**config.mk**
```make
export PLATFORM = sky130hd
export DESIGN_NAME = pocket_zigzag_pass_planner_top_flat
export DESIGN_NICKNAME = d
export VERILOG_FILES = /design/src/rtl/core/pzz_pkg.sv /design/src/rtl/core/pzz_ifs.sv /design/src/rtl/core/pzz_div.sv /design/src/rtl/core/pzz_isqrt.sv /design/src/rtl/core/pzz_ctrl.sv /design/src/rtl/core/pzz_datapath.sv /design/src/rtl/core/pocket_zigzag_pass_planner_top.sv /design/src/flat_wrapper.sv
export SDC_FILE = /design/constraint.sdc
export NUM_CORES = 2
export LEC_CHECK = 0
export BUFFER_PORTS_ARGS = -buffer_cell sky130_fd_sc_hd__clkbuf_2
export CAP_MARGIN = 20
export CORE_MARGIN = 2
export CORE_UTILIZATION = 40
export DETAILED_ROUTE_END_ITERATION = 10
export PLACE_DENSITY_LB_ADDON = 0.05
export SKIP_CTS_REPAIR_TIMING = 1
export SKIP_LAST_GASP = 1
export SYNTH_ARGS = -nofsm -noshare
export SYNTH_HDL_FRONTEND = slang
export SYNTH_SLANG_ARGS = --single-unit
```
**constraint.sdc**
```tcl
create_clock -name clk -period 20.6 [get_ports clk]
set_input_delay 3.09 -clock clk [delete_from_list [all_inputs] [get_ports clk]]
set_output_delay 3.09 -clock clk [all_outputs]
set_load 0.02 [all_outputs]
```
**src/rtl/core/pzz_pkg.sv**
```systemverilog
`default_nettype none
package pzz_pkg;

  localparam int CW   = 24;
  localparam int ZW   = 25;
  localparam int DEPW = 23;
  localparam int RADW = 23;
  localparam int CFGW = 20;
  localparam int STW  = 3;
  localparam int IXW  = 2;

  localparam logic [STW-1:0] ST_OK        = 3'd0;
  localparam logic [STW-1:0] ST_BAD_SHAPE = 3'd1;
  localparam logic [STW-1:0] ST_ZERO_SIZE = 3'd2;
  localparam logic [STW-1:0] ST_NO_FIT    = 3'd3;
  localparam logic [STW-1:0] ST_NO_PASSES = 3'd4;
  localparam logic [STW-1:0] ST_TOO_MANY  = 3'd5;

  localparam logic [IXW-1:0] CFG_TOOL  = 2'd0;
  localparam logic [IXW-1:0] CFG_STEP  = 2'd1;
  localparam logic [IXW-1:0] CFG_STOCK = 2'd2;

  localparam logic [1:0] SHAPE_RECT = 2'd0;
  localparam logic [1:0] SHAPE_CIRC = 2'd1;

  localparam logic [CFGW-1:0] TOOL_RST  = 20'd1000;
  localparam logic [CFGW-1:0] STEP_RST  = 20'd500;
  localparam logic [CFGW-1:0] STOCK_RST = 20'd0;

  typedef enum logic [1:0] {
    DSEL_PASS = 2'd0,
    DSEL_Y    = 2'd1,
    DSEL_H    = 2'd2
  } div_sel_t;

  typedef enum logic [1:0] {
    MSEL_NUM = 2'd0,
    MSEL_A   = 2'd1,
    MSEL_ASQ = 2'd2,
    MSEL_BSQ = 2'd3
  } mul_sel_t;

  typedef struct packed {
    logic           in_ready;
    logic           load;
    logic           check;
    logic           div_start;
    div_sel_t       div_sel;
    logic           mul_en;
    mul_sel_t       mul_sel;
    logic           pset;
    logic           num_take;
    logic           y_take;
    logic           asq_take;
    logic           sqrt_start;
    logic           h_rect_take;
    logic           h_div_take;
    logic           pend_take;
    logic           i_clr;
    logic           i_inc;
    logic           out_load;
    logic           out_pend;
    logic           out_last;
    logic [STW-1:0] code;
  } cmd_t;

  typedef struct packed {
    logic           in_valid;
    logic [STW-1:0] chk_code;
    logic           too_many;
    logic           div_done;
    logic           sqrt_done;
    logic           is_rect;
    logic           h_zero;
    logic           i_last;
    logic           out_free;
  } sts_t;

endpackage
`default_nettype wire

```
**src/rtl/core/pzz_ifs.sv**
```systemverilog
`default_nettype none
interface pzz_in_if;
  logic                                valid;
  logic                                ready;
  logic [1:0]                          pocket_shape;
  logic signed [pzz_pkg::CW-1:0]       center_x;
  logic signed [pzz_pkg::CW-1:0]       center_y;
  logic signed [pzz_pkg::CW-1:0]       top_z;
  logic [pzz_pkg::CW-1:0]              pocket_length;
  logic [pzz_pkg::CW-1:0]              pocket_width;
  logic [pzz_pkg::RADW-1:0]            pocket_radius;
  logic [pzz_pkg::DEPW-1:0]            pocket_depth;
  modport source (output valid, pocket_shape, center_x, center_y, top_z, pocket_length,
                  pocket_width, pocket_radius, pocket_depth, input ready);
  modport sink (input valid, pocket_shape, center_x, center_y, top_z, pocket_length,
                pocket_width, pocket_radius, pocket_depth, output ready);
endinterface

interface pzz_out_if;
  logic                          valid;
  logic                          ready;
  logic [pzz_pkg::STW-1:0]       status;
  logic signed [pzz_pkg::CW-1:0] pass_y;
  logic signed [pzz_pkg::CW-1:0] x_start;
  logic signed [pzz_pkg::CW-1:0] x_end;
  logic signed [pzz_pkg::ZW-1:0] cut_z;
  logic                          last_pass;
  modport source (output valid, status, pass_y, x_start, x_end, cut_z, last_pass,
                  input ready);
  modport sink (input valid, status, pass_y, x_start, x_end, cut_z, last_pass,
                output ready);
endinterface

interface pzz_cfg_if;
  logic                       valid;
  logic                       ready;
  logic [pzz_pkg::IXW-1:0]    index;
  logic [pzz_pkg::CFGW-1:0]   data;
  modport source (output valid, index, data, input ready);
  modport sink (input valid, index, data, output ready);
endinterface
`default_nettype wire

```
**src/rtl/core/pzz_div.sv**
```systemverilog
`default_nettype none
module pzz_div #(
  parameter int NW = 31,
  parameter int DW = 20
) (
  input  wire logic          clk,
  input  wire logic          rst,
  input  wire logic          start,
  input  wire logic [NW-1:0] dividend,
  input  wire logic [DW-1:0] divisor,
  output logic               done,
  output logic [NW-1:0]      quo,
  output logic [DW-1:0]      rem
);

  localparam int CNTW = $clog2(NW + 1);

  logic [DW-1:0]   dvs;
  logic [CNTW-1:0] cnt;
  logic            busy;
  logic [DW:0]     sh;
  logic            take;

  assign sh   = {rem, quo[NW-1]};
  assign take = sh >= {1'b0, dvs};

  always_ff @(posedge clk) begin
    if (rst) begin
      busy <= 1'b0;
      done <= 1'b0;
      cnt  <= '0;
    end else if (start) begin
      busy <= 1'b1;
      done <= 1'b0;
      cnt  <= CNTW'(NW);
    end else if (busy) begin
      cnt <= cnt - 1'b1;
      if (cnt == CNTW'(1)) begin
        busy <= 1'b0;
        done <= 1'b1;
      end
    end
  end

  always_ff @(posedge clk) begin
    if (start) begin
      quo <= dividend;
      rem <= '0;
      dvs <= divisor;
    end else if (busy) begin
      if (take) begin
        rem <= DW'(sh - {1'b0, dvs});
      end else begin
        rem <= sh[DW-1:0];
      end
      quo <= {quo[NW-2:0], take};
    end
  end

endmodule
`default_nettype wire

```
**src/rtl/core/pzz_isqrt.sv**
```systemverilog
`default_nettype none
module pzz_isqrt #(
  parameter int RW = 31
) (
  input  wire logic            clk,
  input  wire logic            rst,
  input  wire logic            start,
  input  wire logic [2*RW-1:0] operand,
  output logic                 done,
  output logic [RW-1:0]        root
);

  localparam int CNTW = $clog2(RW + 1);

  logic [2*RW-1:0] op;
  logic [RW+1:0]   rem;
  logic [CNTW-1:0] cnt;
  logic            busy;
  logic [RW+3:0]   sh;
  logic [RW+3:0]   trial;
  logic            take;

  assign sh    = {rem, op[2*RW-1 -: 2]};
  assign trial = {2'b00, root, 2'b01};
  assign take  = sh >= trial;

  always_ff @(posedge clk) begin
    if (rst) begin
      busy <= 1'b0;
      done <= 1'b0;
      cnt  <= '0;
    end else if (start) begin
      busy <= 1'b1;
      done <= 1'b0;
      cnt  <= CNTW'(RW);
    end else if (busy) begin
      cnt <= cnt - 1'b1;
      if (cnt == CNTW'(1)) begin
        busy <= 1'b0;
        done <= 1'b1;
      end
    end
  end

  always_ff @(posedge clk) begin
    if (start) begin
      op   <= operand;
      rem  <= '0;
      root <= '0;
    end else if (busy) begin
      if (take) begin
        rem <= (RW+2)'(sh - trial);
      end else begin
        rem <= sh[RW+1:0];
      end
      root <= {root[RW-2:0], take};
      op   <= {op[2*RW-3:0], 2'b00};
    end
  end

endmodule
`default_nettype wire

```
**src/rtl/core/pzz_ctrl.sv**
```systemverilog
`default_nettype none
module pzz_ctrl (
  input  wire logic          clk,
  input  wire logic          rst,
  input  wire pzz_pkg::sts_t sts,
  output pzz_pkg::cmd_t      cmd
);

  typedef enum logic [16:0] {
    S_IDLE  = 17'h00001,
    S_CHECK = 17'h00002,
    S_PWAIT = 17'h00004,
    S_MNUM  = 17'h00008,
    S_YST   = 17'h00010,
    S_YWT   = 17'h00020,
    S_MA    = 17'h00040,
    S_MASQ  = 17'h00080,
    S_MBSQ  = 17'h00100,
    S_SQST  = 17'h00200,
    S_SQWT  = 17'h00400,
    S_HST   = 17'h00800,
    S_HWT   = 17'h01000,
    S_DEC   = 17'h02000,
    S_FIN   = 17'h04000,
    S_ERR   = 17'h08000,
    S_SPARE = 17'h10000
  } state_t;

  state_t                  state, state_next;
  logic [pzz_pkg::STW-1:0] code, code_next;
  logic                    has_pend, has_pend_next;

  always_ff @(posedge clk) begin
    if (rst) begin
      state    <= S_IDLE;
      code     <= pzz_pkg::ST_OK;
      has_pend <= 1'b0;
    end else begin
      state    <= state_next;
      code     <= code_next;
      has_pend <= has_pend_next;
    end
  end

  always_comb begin
    cmd           = '0;
    state_next    = state;
    code_next     = code;
    has_pend_next = has_pend;
    unique case (state)
      S_IDLE: begin
        cmd.in_ready = 1'b1;
        if (sts.in_valid) begin
          cmd.load   = 1'b1;
          state_next = S_CHECK;
        end
      end
      S_CHECK: begin
        cmd.check = 1'b1;
        if (sts.chk_code != pzz_pkg::ST_OK) begin
          code_next  = sts.chk_code;
          state_next = S_ERR;
        end else begin
          cmd.div_start = 1'b1;
          cmd.div_sel   = pzz_pkg::DSEL_PASS;
          state_next    = S_PWAIT;
        end
      end
      S_PWAIT: begin
        if (sts.div_done) begin
          if (sts.too_many) begin
            code_next  = pzz_pkg::ST_TOO_MANY;
            state_next = S_ERR;
          end else begin
            cmd.pset      = 1'b1;
            cmd.i_clr     = 1'b1;
            has_pend_next = 1'b0;
            state_next    = S_MNUM;
          end
        end
      end
      S_MNUM: begin
        cmd.mul_en  = 1'b1;
        cmd.mul_sel = pzz_pkg::MSEL_NUM;
        state_next  = S_YST;
      end
      S_YST: begin
        cmd.div_start = 1'b1;
        cmd.div_sel   = pzz_pkg::DSEL_Y;
        cmd.num_take  = 1'b1;
        state_next    = S_YWT;
      end
      S_YWT: begin
        if (sts.div_done) begin
          cmd.y_take = 1'b1;
          if (sts.is_rect) begin
            cmd.h_rect_take = 1'b1;
            state_next      = S_DEC;
          end else begin
            state_next = S_MA;
          end
        end
      end
      S_MA: begin
        cmd.mul_en  = 1'b1;
        cmd.mul_sel = pzz_pkg::MSEL_A;
        state_next  = S_MASQ;
      end
      S_MASQ: begin
        cmd.mul_en  = 1'b1;
        cmd.mul_sel = pzz_pkg::MSEL_ASQ;
        state_next  = S_MBSQ;
      end
      S_MBSQ: begin
        cmd.asq_take = 1'b1;
        cmd.mul_en   = 1'b1;
        cmd.mul_sel  = pzz_pkg::MSEL_BSQ;
        state_next   = S_SQST;
      end
      S_SQST: begin
        cmd.sqrt_start = 1'b1;
        state_next     = S_SQWT;
      end
      S_SQWT: begin
        if (sts.sqrt_done) begin
          state_next = S_HST;
        end
      end
      S_HST: begin
        cmd.div_start = 1'b1;
        cmd.div_sel   = pzz_pkg::DSEL_H;
        state_next    = S_HWT;
      end
      S_HWT: begin
        if (sts.div_done) begin
          cmd.h_div_take = 1'b1;
          state_next     = S_DEC;
        end
      end
      S_DEC: begin
        if (sts.h_zero || !has_pend || sts.out_free) begin
          if (!sts.h_zero) begin
            cmd.pend_take = 1'b1;
            has_pend_next = 1'b1;
            if (has_pend) begin
              cmd.out_load = 1'b1;
              cmd.out_pend = 1'b1;
            end
          end
          if (sts.i_last) begin
            state_next = S_FIN;
          end else begin
            cmd.i_inc  = 1'b1;
            state_next = S_MNUM;
          end
        end
      end
      S_FIN: begin
        if (sts.out_free) begin
          cmd.out_load = 1'b1;
          cmd.out_pend = has_pend;
          cmd.out_last = 1'b1;
          cmd.code     = pzz_pkg::ST_NO_PASSES;
          state_next   = S_IDLE;
        end
      end
      S_ERR: begin
        if (sts.out_free) begin
          cmd.out_load = 1'b1;
          cmd.out_last = 1'b1;
          cmd.code     = code;
          state_next   = S_IDLE;
        end
      end
      default: begin
        state_next = S_IDLE;
      end
    endcase
  end

endmodule
`default_nettype wire

```
**src/rtl/core/pzz_datapath.sv**
```systemverilog
`default_nettype none
module pzz_datapath #(
  parameter int MAX_PASSES = 64
) (
  input  wire logic          clk,
  input  wire logic          rst,
  input  wire pzz_pkg::cmd_t cmd,
  output pzz_pkg::sts_t      sts,
  pzz_in_if.sink             in_ch,
  pzz_out_if.source          out_ch,
  pzz_cfg_if.sink            cfg
);

  localparam int IW   = $clog2(MAX_PASSES);
  localparam int AW   = 25 + IW;
  localparam int CW   = pzz_pkg::CW;
  localparam int CFGW = pzz_pkg::CFGW;

  logic [CFGW-1:0] tool, step, stock;

  always_ff @(posedge clk) begin
    if (rst) begin
      tool  <= pzz_pkg::TOOL_RST;
      step  <= pzz_pkg::STEP_RST;
      stock <= pzz_pkg::STOCK_RST;
    end else if (cfg.valid) begin
      unique case (cfg.index)
        pzz_pkg::CFG_TOOL:  tool  <= cfg.data;
        pzz_pkg::CFG_STEP:  step  <= cfg.data;
        pzz_pkg::CFG_STOCK: stock <= cfg.data;
        default: ;
      endcase
    end
  end
  assign cfg.ready = 1'b1;

  logic [1:0]                   shape;
  logic signed [CW-1:0]         cx, cy, tz;
  logic [CW-1:0]                len, wid;
  logic [pzz_pkg::RADW-1:0]     rad;
  logic [pzz_pkg::DEPW-1:0]     dep;

  always_ff @(posedge clk) begin
    if (cmd.load) begin
      shape <= in_ch.pocket_shape;
      cx    <= in_ch.center_x;
      cy    <= in_ch.center_y;
      tz    <= in_ch.top_z;
      len   <= in_ch.pocket_length;
      wid   <= in_ch.pocket_width;
      rad   <= in_ch.pocket_radius;
      dep   <= in_ch.pocket_depth;
    end
  end
  assign in_ch.ready = cmd.in_ready;

  logic signed [25:0]       two_s, d26, x2, span_r, span_c, span;
  logic                     is_rect;
  logic [pzz_pkg::STW-1:0]  chk_code;
  logic signed [25:0]       cutz_w;

  assign is_rect = shape == pzz_pkg::SHAPE_RECT;
  assign two_s   = $signed({5'b0, stock, 1'b0});
  assign d26     = $signed({6'b0, tool});
  assign x2      = $signed({2'b0, len}) - d26 - two_s;
  assign span_r  = $signed({2'b0, wid}) - d26 - two_s;
  assign span_c  = $signed({2'b0, rad, 1'b0}) - d26 - two_s;
  assign span    = is_rect ? span_r : span_c;
  assign cutz_w  = $signed({tz[CW-1], tz[CW-1], tz}) - $signed({3'b0, dep})
                   + $signed({6'b0, stock});

  always_comb begin
    if (shape != pzz_pkg::SHAPE_RECT && shape != pzz_pkg::SHAPE_CIRC) begin
      chk_code = pzz_pkg::ST_BAD_SHAPE;
    end else if (tool == '0 || dep == '0 || step == '0) begin
      chk_code = pzz_pkg::ST_ZERO_SIZE;
    end else if (span <= 26'sd0 || (is_rect && x2 <= 26'sd0)) begin
      chk_code = pzz_pkg::ST_NO_FIT;
    end else begin
      chk_code = pzz_pkg::ST_OK;
    end
  end

  logic [CW-1:0]   span2;
  logic [CW-2:0]   hrect;
  logic [IW-1:0]   pm1, idx;

  always_ff @(posedge clk) begin
    if (cmd.check) begin
      span2 <= span[CW-1:0];
      hrect <= x2[CW-1:1];
    end
  end

  logic          div_done;
  logic [AW-1:0] div_a, quo;
  logic [19:0]   div_b, rem;
  logic [2*AW-1:0] prod, asq;
  logic [AW-1:0]   root;

  always_comb begin
    case (cmd.div_sel)
      pzz_pkg::DSEL_Y: begin
        div_a = prod[AW-1:0];
        div_b = 20'({pm1, 1'b0});
      end
      pzz_pkg::DSEL_H: begin
        div_a = root;
        div_b = 20'({pm1, 2'b00});
      end
      default: begin
        div_a = AW'(span[CW-1:0]) + AW'(step) - AW'(1);
        div_b = step;
      end
    endcase
  end

  pzz_div #(.NW(AW), .DW(20)) u_div (
    .clk      (clk),
    .rst      (rst),
    .start    (cmd.div_start),
    .dividend (div_a),
    .divisor  (div_b),
    .done     (div_done),
    .quo      (quo),
    .rem      (rem)
  );

  always_ff @(posedge clk) begin
    if (cmd.pset) begin
      pm1 <= quo[IW-1:0];
    end
    if (cmd.i_clr) begin
      idx <= '0;
    end else if (cmd.i_inc) begin
      idx <= idx + 1'b1;
    end
  end

  logic signed [IW+1:0] tt;
  logic [IW+1:0]        tmag;
  logic [AW-1:0]        op_a, op_b, num_mag;
  logic                 num_neg;

  assign tt   = $signed({1'b0, idx, 1'b0}) - $signed({2'b0, pm1});
  assign tmag = tt[IW+1] ? (IW+2)'(-tt) : tt;

  always_comb begin
    case (cmd.mul_sel)
      pzz_pkg::MSEL_NUM: begin
        op_a = AW'(span2);
        op_b = AW'(tmag);
      end
      pzz_pkg::MSEL_A: begin
        op_a = AW'(span2);
        op_b = AW'({pm1, 1'b0});
      end
      pzz_pkg::MSEL_ASQ: begin
        op_a = prod[AW-1:0];
        op_b = prod[AW-1:0];
      end
      default: begin
        op_a = {num_mag[AW-2:0], 1'b0};
        op_b = {num_mag[AW-2:0], 1'b0};
      end
    endcase
  end

  always_ff @(posedge clk) begin
    if (cmd.mul_en) begin
      prod <= op_a * op_b;
    end
    if (cmd.mul_en && cmd.mul_sel == pzz_pkg::MSEL_NUM) begin
      num_neg <= tt[IW+1];
    end
    if (cmd.num_take) begin
      num_mag <= prod[AW-1:0];
    end
    if (cmd.asq_take) begin
      asq <= prod;
    end
  end

  logic          sqrt_done;

  pzz_isqrt #(.RW(AW)) u_isqrt (
    .clk     (clk),
    .rst     (rst),
    .start   (cmd.sqrt_start),
    .operand (asq - prod),
    .done    (sqrt_done),
    .root    (root)
  );

  logic [CW-1:0] qq, yoff, y_r, h;
  logic [CW-1:0] pend_y, pend_xs, pend_xe;
  logic          fwd;

  assign qq   = quo[CW-1:0];
  assign yoff = num_neg ? (~qq + CW'(1) - CW'(rem != '0)) : qq;

  always_ff @(posedge clk) begin
    if (cmd.y_take) begin
      y_r <= CW'(cy) + yoff;
    end
    if (cmd.h_rect_take) begin
      h <= {1'b0, hrect};
    end else if (cmd.h_div_take) begin
      h <= quo[CW-1:0];
    end
    if (cmd.pend_take) begin
      pend_y  <= y_r;
      pend_xs <= fwd ? CW'(cx) - h : CW'(cx) + h;
      pend_xe <= fwd ? CW'(cx) + h : CW'(cx) - h;
    end
  end

  always_ff @(posedge clk) begin
    if (rst || cmd.load) begin
      fwd <= 1'b1;
    end else if (cmd.pend_take) begin
      fwd <= !fwd;
    end
  end

  logic out_valid;

  always_ff @(posedge clk) begin
    if (rst) begin
      out_valid <= 1'b0;
    end else if (cmd.out_load) begin
      out_valid <= 1'b1;
    end else if (out_ch.ready) begin
      out_valid <= 1'b0;
    end
  end

  always_ff @(posedge clk) begin
    if (cmd.out_load) begin
      out_ch.last_pass <= cmd.out_last;
      if (cmd.out_pend) begin
        out_ch.status  <= pzz_pkg::ST_OK;
        out_ch.pass_y  <= pend_y;
        out_ch.x_start <= pend_xs;
        out_ch.x_end   <= pend_xe;
        out_ch.cut_z   <= cutz_w[pzz_pkg::ZW-1:0];
      end else begin
        out_ch.status  <= cmd.code;
        out_ch.pass_y  <= '0;
        out_ch.x_start <= '0;
        out_ch.x_end   <= '0;
        out_ch.cut_z   <= '0;
      end
    end
  end
  assign out_ch.valid = out_valid;

  assign sts.in_valid  = in_ch.valid;
  assign sts.chk_code  = chk_code;
  assign sts.too_many  = quo > AW'(MAX_PASSES - 1);
  assign sts.div_done  = div_done;
  assign sts.sqrt_done = sqrt_done;
  assign sts.is_rect   = is_rect;
  assign sts.h_zero    = h == '0;
  assign sts.i_last    = idx == pm1;
  assign sts.out_free  = !out_valid || out_ch.ready;

endmodule
`default_nettype wire

```
**src/rtl/core/pocket_zigzag_pass_planner_top.sv**
```systemverilog
// zigzag floor pass planner for one rectangular or circular pocket
// in_ch carries one pocket description a word; out_ch returns one word per
// floor pass (status ok) or a single status word on error; last_pass marks
// the final word for each pocket. cfg writes tool diameter (0), stepover (1)
// and stock to leave (2), taken every cycle; the user must write cfg only
// while the block is idle, which the block itself does not enforce. a pocket
// is taken only when the planner is idle; the pass count comes from a
// restoring divider of width W = 25 + clog2(MAX_PASSES). each rectangle pass
// needs one multiplier product and one divider run for pass y. each circle
// pass needs a divider run for pass y, a shared multiplier for four products,
// a bit-per-cycle square root and a second divider run for the half width.
// passes are held one deep so the last one can be flagged, then moved into
// a single output register; when the receiver stalls the planner waits on
// that register and no word is dropped.
// reset restores the default tool settings and empties the output register.
`default_nettype none
module pocket_zigzag_pass_planner_top #(
  parameter int MAX_PASSES = 64
) (
  input wire logic  clk,
  input wire logic  rst,
  pzz_in_if.sink    in_ch,
  pzz_out_if.source out_ch,
  pzz_cfg_if.sink   cfg
);

  pzz_pkg::cmd_t cmd;
  pzz_pkg::sts_t sts;

  pzz_ctrl u_ctrl (
    .clk (clk),
    .rst (rst),
    .sts (sts),
    .cmd (cmd)
  );

  pzz_datapath #(.MAX_PASSES(MAX_PASSES)) u_dp (
    .clk    (clk),
    .rst    (rst),
    .cmd    (cmd),
    .sts    (sts),
    .in_ch  (in_ch),
    .out_ch (out_ch),
    .cfg    (cfg)
  );

endmodule
`default_nettype wire

```
**src/flat_wrapper.sv**
```systemverilog
// flat-port wrapper written by rule: the top's interface ports become plain ports
module pocket_zigzag_pass_planner_top_flat 
#(
  parameter int MAX_PASSES = 64
)
  (clk, rst, in_ch_valid, in_ch_pocket_shape, in_ch_center_x, in_ch_center_y, in_ch_top_z, in_ch_pocket_length, in_ch_pocket_width, in_ch_pocket_radius, in_ch_pocket_depth, in_ch_ready, out_ch_valid, out_ch_status, out_ch_pass_y, out_ch_x_start, out_ch_x_end, out_ch_cut_z, out_ch_last_pass, out_ch_ready, cfg_valid, cfg_index, cfg_data, cfg_ready);
  pzz_in_if in_ch_i ();
  pzz_out_if out_ch_i ();
  pzz_cfg_if cfg_i ();
  input wire logic clk;
  input wire logic rst;
  input wire logic [$bits(in_ch_i.valid)-1:0] in_ch_valid;
  input wire logic [$bits(in_ch_i.pocket_shape)-1:0] in_ch_pocket_shape;
  input wire logic [$bits(in_ch_i.center_x)-1:0] in_ch_center_x;
  input wire logic [$bits(in_ch_i.center_y)-1:0] in_ch_center_y;
  input wire logic [$bits(in_ch_i.top_z)-1:0] in_ch_top_z;
  input wire logic [$bits(in_ch_i.pocket_length)-1:0] in_ch_pocket_length;
  input wire logic [$bits(in_ch_i.pocket_width)-1:0] in_ch_pocket_width;
  input wire logic [$bits(in_ch_i.pocket_radius)-1:0] in_ch_pocket_radius;
  input wire logic [$bits(in_ch_i.pocket_depth)-1:0] in_ch_pocket_depth;
  output wire logic [$bits(in_ch_i.ready)-1:0] in_ch_ready;
  output wire logic [$bits(out_ch_i.valid)-1:0] out_ch_valid;
  output wire logic [$bits(out_ch_i.status)-1:0] out_ch_status;
  output wire logic [$bits(out_ch_i.pass_y)-1:0] out_ch_pass_y;
  output wire logic [$bits(out_ch_i.x_start)-1:0] out_ch_x_start;
  output wire logic [$bits(out_ch_i.x_end)-1:0] out_ch_x_end;
  output wire logic [$bits(out_ch_i.cut_z)-1:0] out_ch_cut_z;
  output wire logic [$bits(out_ch_i.last_pass)-1:0] out_ch_last_pass;
  input wire logic [$bits(out_ch_i.ready)-1:0] out_ch_ready;
  input wire logic [$bits(cfg_i.valid)-1:0] cfg_valid;
  input wire logic [$bits(cfg_i.index)-1:0] cfg_index;
  input wire logic [$bits(cfg_i.data)-1:0] cfg_data;
  output wire logic [$bits(cfg_i.ready)-1:0] cfg_ready;
  assign in_ch_i.valid = in_ch_valid;
  assign in_ch_i.pocket_shape = in_ch_pocket_shape;
  assign in_ch_i.center_x = in_ch_center_x;
  assign in_ch_i.center_y = in_ch_center_y;
  assign in_ch_i.top_z = in_ch_top_z;
  assign in_ch_i.pocket_length = in_ch_pocket_length;
  assign in_ch_i.pocket_width = in_ch_pocket_width;
  assign in_ch_i.pocket_radius = in_ch_pocket_radius;
  assign in_ch_i.pocket_depth = in_ch_pocket_depth;
  assign in_ch_ready = in_ch_i.ready;
  assign out_ch_valid = out_ch_i.valid;
  assign out_ch_status = out_ch_i.status;
  assign out_ch_pass_y = out_ch_i.pass_y;
  assign out_ch_x_start = out_ch_i.x_start;
  assign out_ch_x_end = out_ch_i.x_end;
  assign out_ch_cut_z = out_ch_i.cut_z;
  assign out_ch_last_pass = out_ch_i.last_pass;
  assign out_ch_i.ready = out_ch_ready;
  assign cfg_i.valid = cfg_valid;
  assign cfg_i.index = cfg_index;
  assign cfg_i.data = cfg_data;
  assign cfg_ready = cfg_i.ready;
  pocket_zigzag_pass_planner_top #(.MAX_PASSES(MAX_PASSES)) u_core (.clk(clk), .rst(rst), .in_ch(in_ch_i), .out_ch(out_ch_i), .cfg(cfg_i));
endmodule
```
Word level (Yosys, flattened, before mapping)
Index checks and enable logic that the tools add are counted.

Latch bits: 0. Output and inout bits: 104. Memories kept: 0. Memory bits (writable): 0. Bits in registers: 897. Memory bits (read-only): 0.

Div/mod/pow operators: 0. Reduce and logical (&&, ||, !) cells: 41. $mul: 1. Equal/unequal tests: 37. Magnitude comparators: 5. Shift-type cells: 0. Muxes and demuxes: 85. Bitwise operators: 1. $add $sub $neg: 23.

Operator list (count): $pmux 17 s15 (1); $mux 62 (2); $pmux 31 s2 (2); $mux 17 (7); $pmux 31 s3 (1); $sub 25x22->26 (3); $sub 24x20->25 (3); $mux 24 (3); $mul 31x31->62 (1); $mux 31 (2); $sub 62x62->62 (1); $le 26x1->1 const B (2); $add 24x24->24 (2); $mux 23 (2); $logic_not 20->1 (2); $pmux 20 s2 (1); $ge 35x33->1 (1); $mux 33 (1); $sub 33x33->33 (1); $mux 1 (32); $mux 16 (2); $gt 31x6->1 const B (1); $mux 26 (1); $sub 25x1->26 const B (1); 64 further kinds (118).

Longest topological paths before layout
Depth in word-level cells: 14. Mapped depth: 44.

Cells and area by module
From an unflattened synthesis, not the netlist that was laid out.

Cells, all modules: 8785. Area total of the unflattened synthesis: 84413.5 µm².

By module, submodules not included: pzz_datapath (area each 71312.1 µm², cells each 7469, instances 1); pzz_isqrt (area each 7307.0 µm², cells each 738, instances 1); pzz_div (area each 4405.5 µm², cells each 407, instances 1); pzz_ctrl (area each 1388.8 µm², cells each 171, instances 1).

Worst setup path after synthesis
No wires, ideal clock.

Path kind: register -> register. Start point: register u_core.u_ctrl.state[15]. End point: register u_core.u_dp.prod[60], data pin. Period minus slack after synthesis: 12155 ps. Stages on the path, launching flop included: 40. Data required time: 20334 ps. Arrival: 11889 ps. Library setup time: 266 ps. Buffers on the path: 6. Slack: 8445 ps. Cells stage by stage: dfxtp_1 nor4_1 and4_1 clkbuf_1 nand4b_1 inv_1 clkbuf_1 clkbuf_1 buf_1 a21oi_1 clkbuf_1 nor2_1 fa_1 fa_1 fa_1 inv_1 fa_1 inv_1 [4 not listed] fa_1 inv_1 fa_1 inv_1 ha_1 clkbuf_1 a21o_1 a21o_1 a21oi_1 o2111ai_1 a41oi_1 nor2_1 o21ai_0 o21ai_0 a311o_1 a2111oi_0 nor3_1 xor2_1.

Word-level cells in the longest chain between the ends: 6.

Ends and longest elaborated chain: start, declared (line pzz_ctrl.sv:29) `state_t state, state_next;`; start signal, assigned (line pzz_ctrl.sv:39) `state <= state_next;`; $eq 17x9->1 (tied with other cells) (line pzz_ctrl.sv:50) `unique case (state)`; $pmux 3 s4 * (line pzz_ctrl.sv:50); $eq 2x1->1 or $logic_not 2->1 (tied branches) (line pzz_datapath.sv:149) `case (cmd.mul_sel)`; $reduce_or 2->1 (no line); $pmux 31 s2 (line pzz_datapath.sv:149); $mul 31x31->62 * (line pzz_datapath.sv:171) `prod <= op_a * op_b;`; end signal, assigned (line pzz_datapath.sv:171); end, declared (line pzz_datapath.sv:98) `logic [2*AW-1:0] prod, asq;`.

Mark *: on every way between the ends. The rest lies on a longest branch, timed or not. A chain may end at the register's enable or synchronous reset.

Worst setup path in the final report
Start point: register u_core.u_ctrl.state[15]. End point: register u_core.u_dp.prod[61], data pin.

Same word-level chain as after synthesis.

==> summary.txt <==
TritonCTS clock tree - yes
Required time of the critical path - 21.11 ns
Filler cells - 20020
Number of buffers inserted during clock tree synthesis - 106
Via/cell ratio - 5.269
Final core utilization - 44.24%
Count of flip-flops with a built-in enable after synthesis - 707
Startpoint-to-endpoint class of the critical path - flop to flop
Cell type group with the largest total delay on the critical path - adder cells
Total of flip-flops plus latches after synthesis - 894
Final net count - 10470
Post-route insts no fill - 11510
Critical Path End Type - flop
Ranking of synthesized cells by area - sky130_fd_sc_hd__edfxtp_1 (26%), sky130_fd_sc_hd__fa_1 (21%), sky130_fd_sc_hd__ha_1 (10%)
Yosys top cell area share - 25.94%
Synth-to-Final Area Change - 10.25%
CP peak stage delay - 0.79 ns
Number of warning messages in the yosys log - 0
Number of max-cap violations - 0
Synthesized area per cell - 9.608 um^2
Portion of total power attributed to combinational logic - 43.3%
Number of cells in the design after placement - 11310
Highest Signal Layer - met4
Top fanout value on the critical path - 46
Average wire per standard cell - 22.28 um
Share of async-settable or async-resettable flops after synthesis - 0%
Sum of negative setup slack - 0 ns
P_sw - 0.002973 W
Cell at the slowest stage of the critical path - sky130_fd_sc_hd__nand2_1
Distinct cell type count of the synthesized netlist - 90
Post-route fraction of the period consumed by the critical path - 62.64%
Internal Dissipation - 0.004451 W
Routability Congestion - 0.9308
Area of the core region - 204000 um^2
Routed wire length on met3 - 16030 um
Later-pin clock latency in the skew report - 0.77 ns
Final setup violation count - 0
Depth of the worst hold-timing path - 0
Number of cells produced by synthesis - 8519
Max Fclk - 0.07750 GHz
Final ANT Viol Nets - 0
Clock period minus worst slack - 12.90 ns
Share of the yosys chip area belonging to registers - 30.51%
Data arrival, critical path - 13.41 ns
Top cells by instance count after synthesis - sky130_fd_sc_hd__inv_1 (1381), sky130_fd_sc_hd__nand2_1 (1042), sky130_fd_sc_hd__fa_1 (867), sky130_fd_sc_hd__edfxtp_1 (707), sky130_fd_sc_hd__ha_1 (677)
Routed met2 length - 111400 um
Clk pin slew, worst setup/hold paths - 0.06 ns
Drt first-iter violations - 4329
Die Ht - 456.3 um
Drt total wl - 256400 um
Synthesized cell area - 81850 um^2
X dimension of the die - 456.3 um
Kind of start point of the critical path - flop
VDD IR-drop max - 118.0 uV
Vias - 60650
FP Rows - 166
Share of power burned in the clock network - 26.6%
Combined buffer and inverter count along the critical path - 8
Maximum root-to-sink buffer count - 3
Sequential fraction of design power - 30.1%
Worst-Margin Slew - 1.130 ns
Clock H-tree levels - 3
Worst min path class - flop to flop
Result of the run - finished, final reports clean
GRT Resource Usage Total - 24.66%
Starting Density - 40.13%
Via count of the first global-routing pass - 61570
Full die area - 208300 um^2
Length of the first detailed-routing pass in iterations - 6
I/O pin count - 299
Root Buffer - sky130_fd_sc_hd__clkbuf_16
Number of remaining DRC errors - 0
Sw Ratio - 40.05%
Port Buffers - 297
Post-synth top area cell - sky130_fd_sc_hd__edfxtp_1
Worst-case headroom to the max-slew limit - 24.69%
Clock skew - 0.05855 ns
Number of cells on the worst reg-to-reg path - 37
Final number of hold-violating endpoints - 0
Synth Flop Type - sky130_fd_sc_hd__edfxtp_1
Clock tree sinks - 894
Cell leakage power - 40.20 nW
Critical path depth - 37
Maximum number of pins on one net before global-route repair - 92
Placed inst area - 86470 um^2
PwrDens - 82.29 nW/um^2
Global-route wire length before repair - 389400 um
Met1 layer wirelength in the final routing - 124100 um
Global route total overflow - 0
Antenna violations before repair - 12
Layout cells sized above 1 - 8.084%
Post-layout instance area - 90230 um^2
Cell type with the highest occurrence count on the critical path - sky130_fd_sc_hd__fa_1
Detailed placement HPWL - 202200 um
Pins Over Slew Limit - 0
Unrepaired setup endpoints after global routing - no
Most instantiated library cell after synthesis - sky130_fd_sc_hd__inv_1
-- kinds of logic (layout without fill, tap and decap cells) --
family | after synthesis | count (layout) | share of synthesized area, %
and+or+nand+nor | 2384 | 2384 | 12.95
other | 1 | 5 | 0.004582
buffers and inverters | 1692 | 1992 | 7.854
muxes | 98 | 98 | 1.237
DFF | 894 | 894 | 30.51
xor gates and xnor gates | 378 | 378 | 4.062
AOI/OAI and AO/OA | 1528 | 1528 | 11.83
adders and majority gates | 1544 | 1544 | 31.56
-- cell usage in the layout, fill, tap and decap left out, drive strengths merged, types with 17 or more instances in the layout --
cell	Yosys	layout
or2	26	26
edfxtp	707	707
nor2	658	658
nor4	44	44
nand4	34	34
or3	36	36
a21oi	526	526
a21boi	17	17
a221oi	25	25
o21a	69	69
inv	1385	1389
mux2i	73	73
nand3	88	88
nor3b	20	20
a21o	176	176
o21bai	45	45
and3	43	43
o31ai	30	30
xor2	120	120
and2	98	98
clkbuf	268	444
o211ai	28	28
a211o	23	23
mux2	25	25
nand2	1042	1042
nand2b	64	64
dfxtp	187	187
a211oi	56	56
fa	867	867
o21ai	342	342
ha	677	677
nor2b	72	72
buf	36	109
xnor2	257	257
a31oi	32	32
nor3	97	97
clkinv	3	36
-- power by group through the flow --
stage | combinational [W] | clock [W] | sequential (W)
3_5_place_dp | 0.00315 | 0 | 0.00227
6_report | 0.00321 | 0.00198 | 0.00223
3_3_place_gp | 0.00312 | 0 | 0.00227
4_1_cts | 0.00317 | 0.00204 | 0.00223
5_1_grt | 0.00354 | 0.00210 | 0.00224
2_1_floorplan | 0.00213 | 0 | 0.00223
-- registers in the layout (all words and copies together), names as in the netlist, 24 cells and up --
register and cells:
u_core.u_dp.pend_y 24, u_core.u_dp.u_isqrt.root 31, u_core.u_dp.cy 24, u_core.u_dp.tz 24, u_core.u_dp.y_r 24, u_core.u_dp.u_isqrt.rem 33, u_core.u_dp.asq 62, u_core.u_dp.pend_xs 24
u_core.u_dp.span2 24, u_core.u_dp.cx 24, u_core.u_dp.wid 24, u_core.u_dp.out_ch.cut_z 25, u_core.u_dp.u_div.quo 31, u_core.u_dp.prod 62, u_core.u_dp.h 24, u_core.u_dp.u_isqrt.op 62
u_core.u_dp.out_ch.x_end 24, u_core.u_dp.out_ch.pass_y 24, u_core.u_dp.len 24, u_core.u_dp.num_mag 30
-- through the flow --
stage                     hold slack (ns)  total power (W)  setup slack [ns]
after floorplan                    0.4003         0.004365             8.445
after global placement             0.4029         0.005395             7.628
after detailed placement           0.4045         0.005414             7.284
after CTS                          0.4112         0.007440             7.244
after global routing               0.4249         0.007879             6.978
final                              0.4066         0.007425             7.697
-- worst reg2reg max path: cells and delay by family, from the launching register on --
family,cells,cell delay [ns]
AOI/OAI and AO/OA,10,3.00
xor gates and xnor gates,1,0.15
adders and majority gates,9,3.96
buffers and inverters,8,2.03
DFF,1,0.35
and+or+nand+nor,9,3.16
-- area by class of cell --
| cell class | count | area, um^2 | share of cell area [%] |
|---|---|---|---|
| Clock inverter | 51 | 624.3 | 0.6919 |
| Sequential cell | 894 | 24980 | 27.68 |
| Clock buffer | 148 | 3079 | 3.412 |
| Timing Repair Buffer | 405 | 2364 | 2.619 |
| Multi-Input combinational cell | 5934 | 50600 | 56.08 |
| Inverter | 1388 | 5213 | 5.777 |
| Antenna cell | 3 | 7.507 | 0.008320 |
| Tap cell | 2688 | 3363 | 3.727 |
-- worst paths after layout --
kind,startpoint,end,slack [ns]
setup / recovery,u_core.u_ctrl.state[15],u_core.u_dp.prod[61],7.70
hold / removal,u_core.u_dp.y_r[10],u_core.u_dp.pend_y[10],0.41
setup reg to reg,u_core.u_ctrl.state[15],u_core.u_dp.prod[61],7.70
hold reg to reg,u_core.u_dp.y_r[10],u_core.u_dp.pend_y[10],0.41
-- per-layer routing --
layer,track usage (%),vias to the layer above
met3,3.879,238
met2,37.60,1721
met4,4.748,0
li1,-,28610
met5,0,-
met1,37.02,30080
No activity file was read; power rests on OpenSTA's default activity.
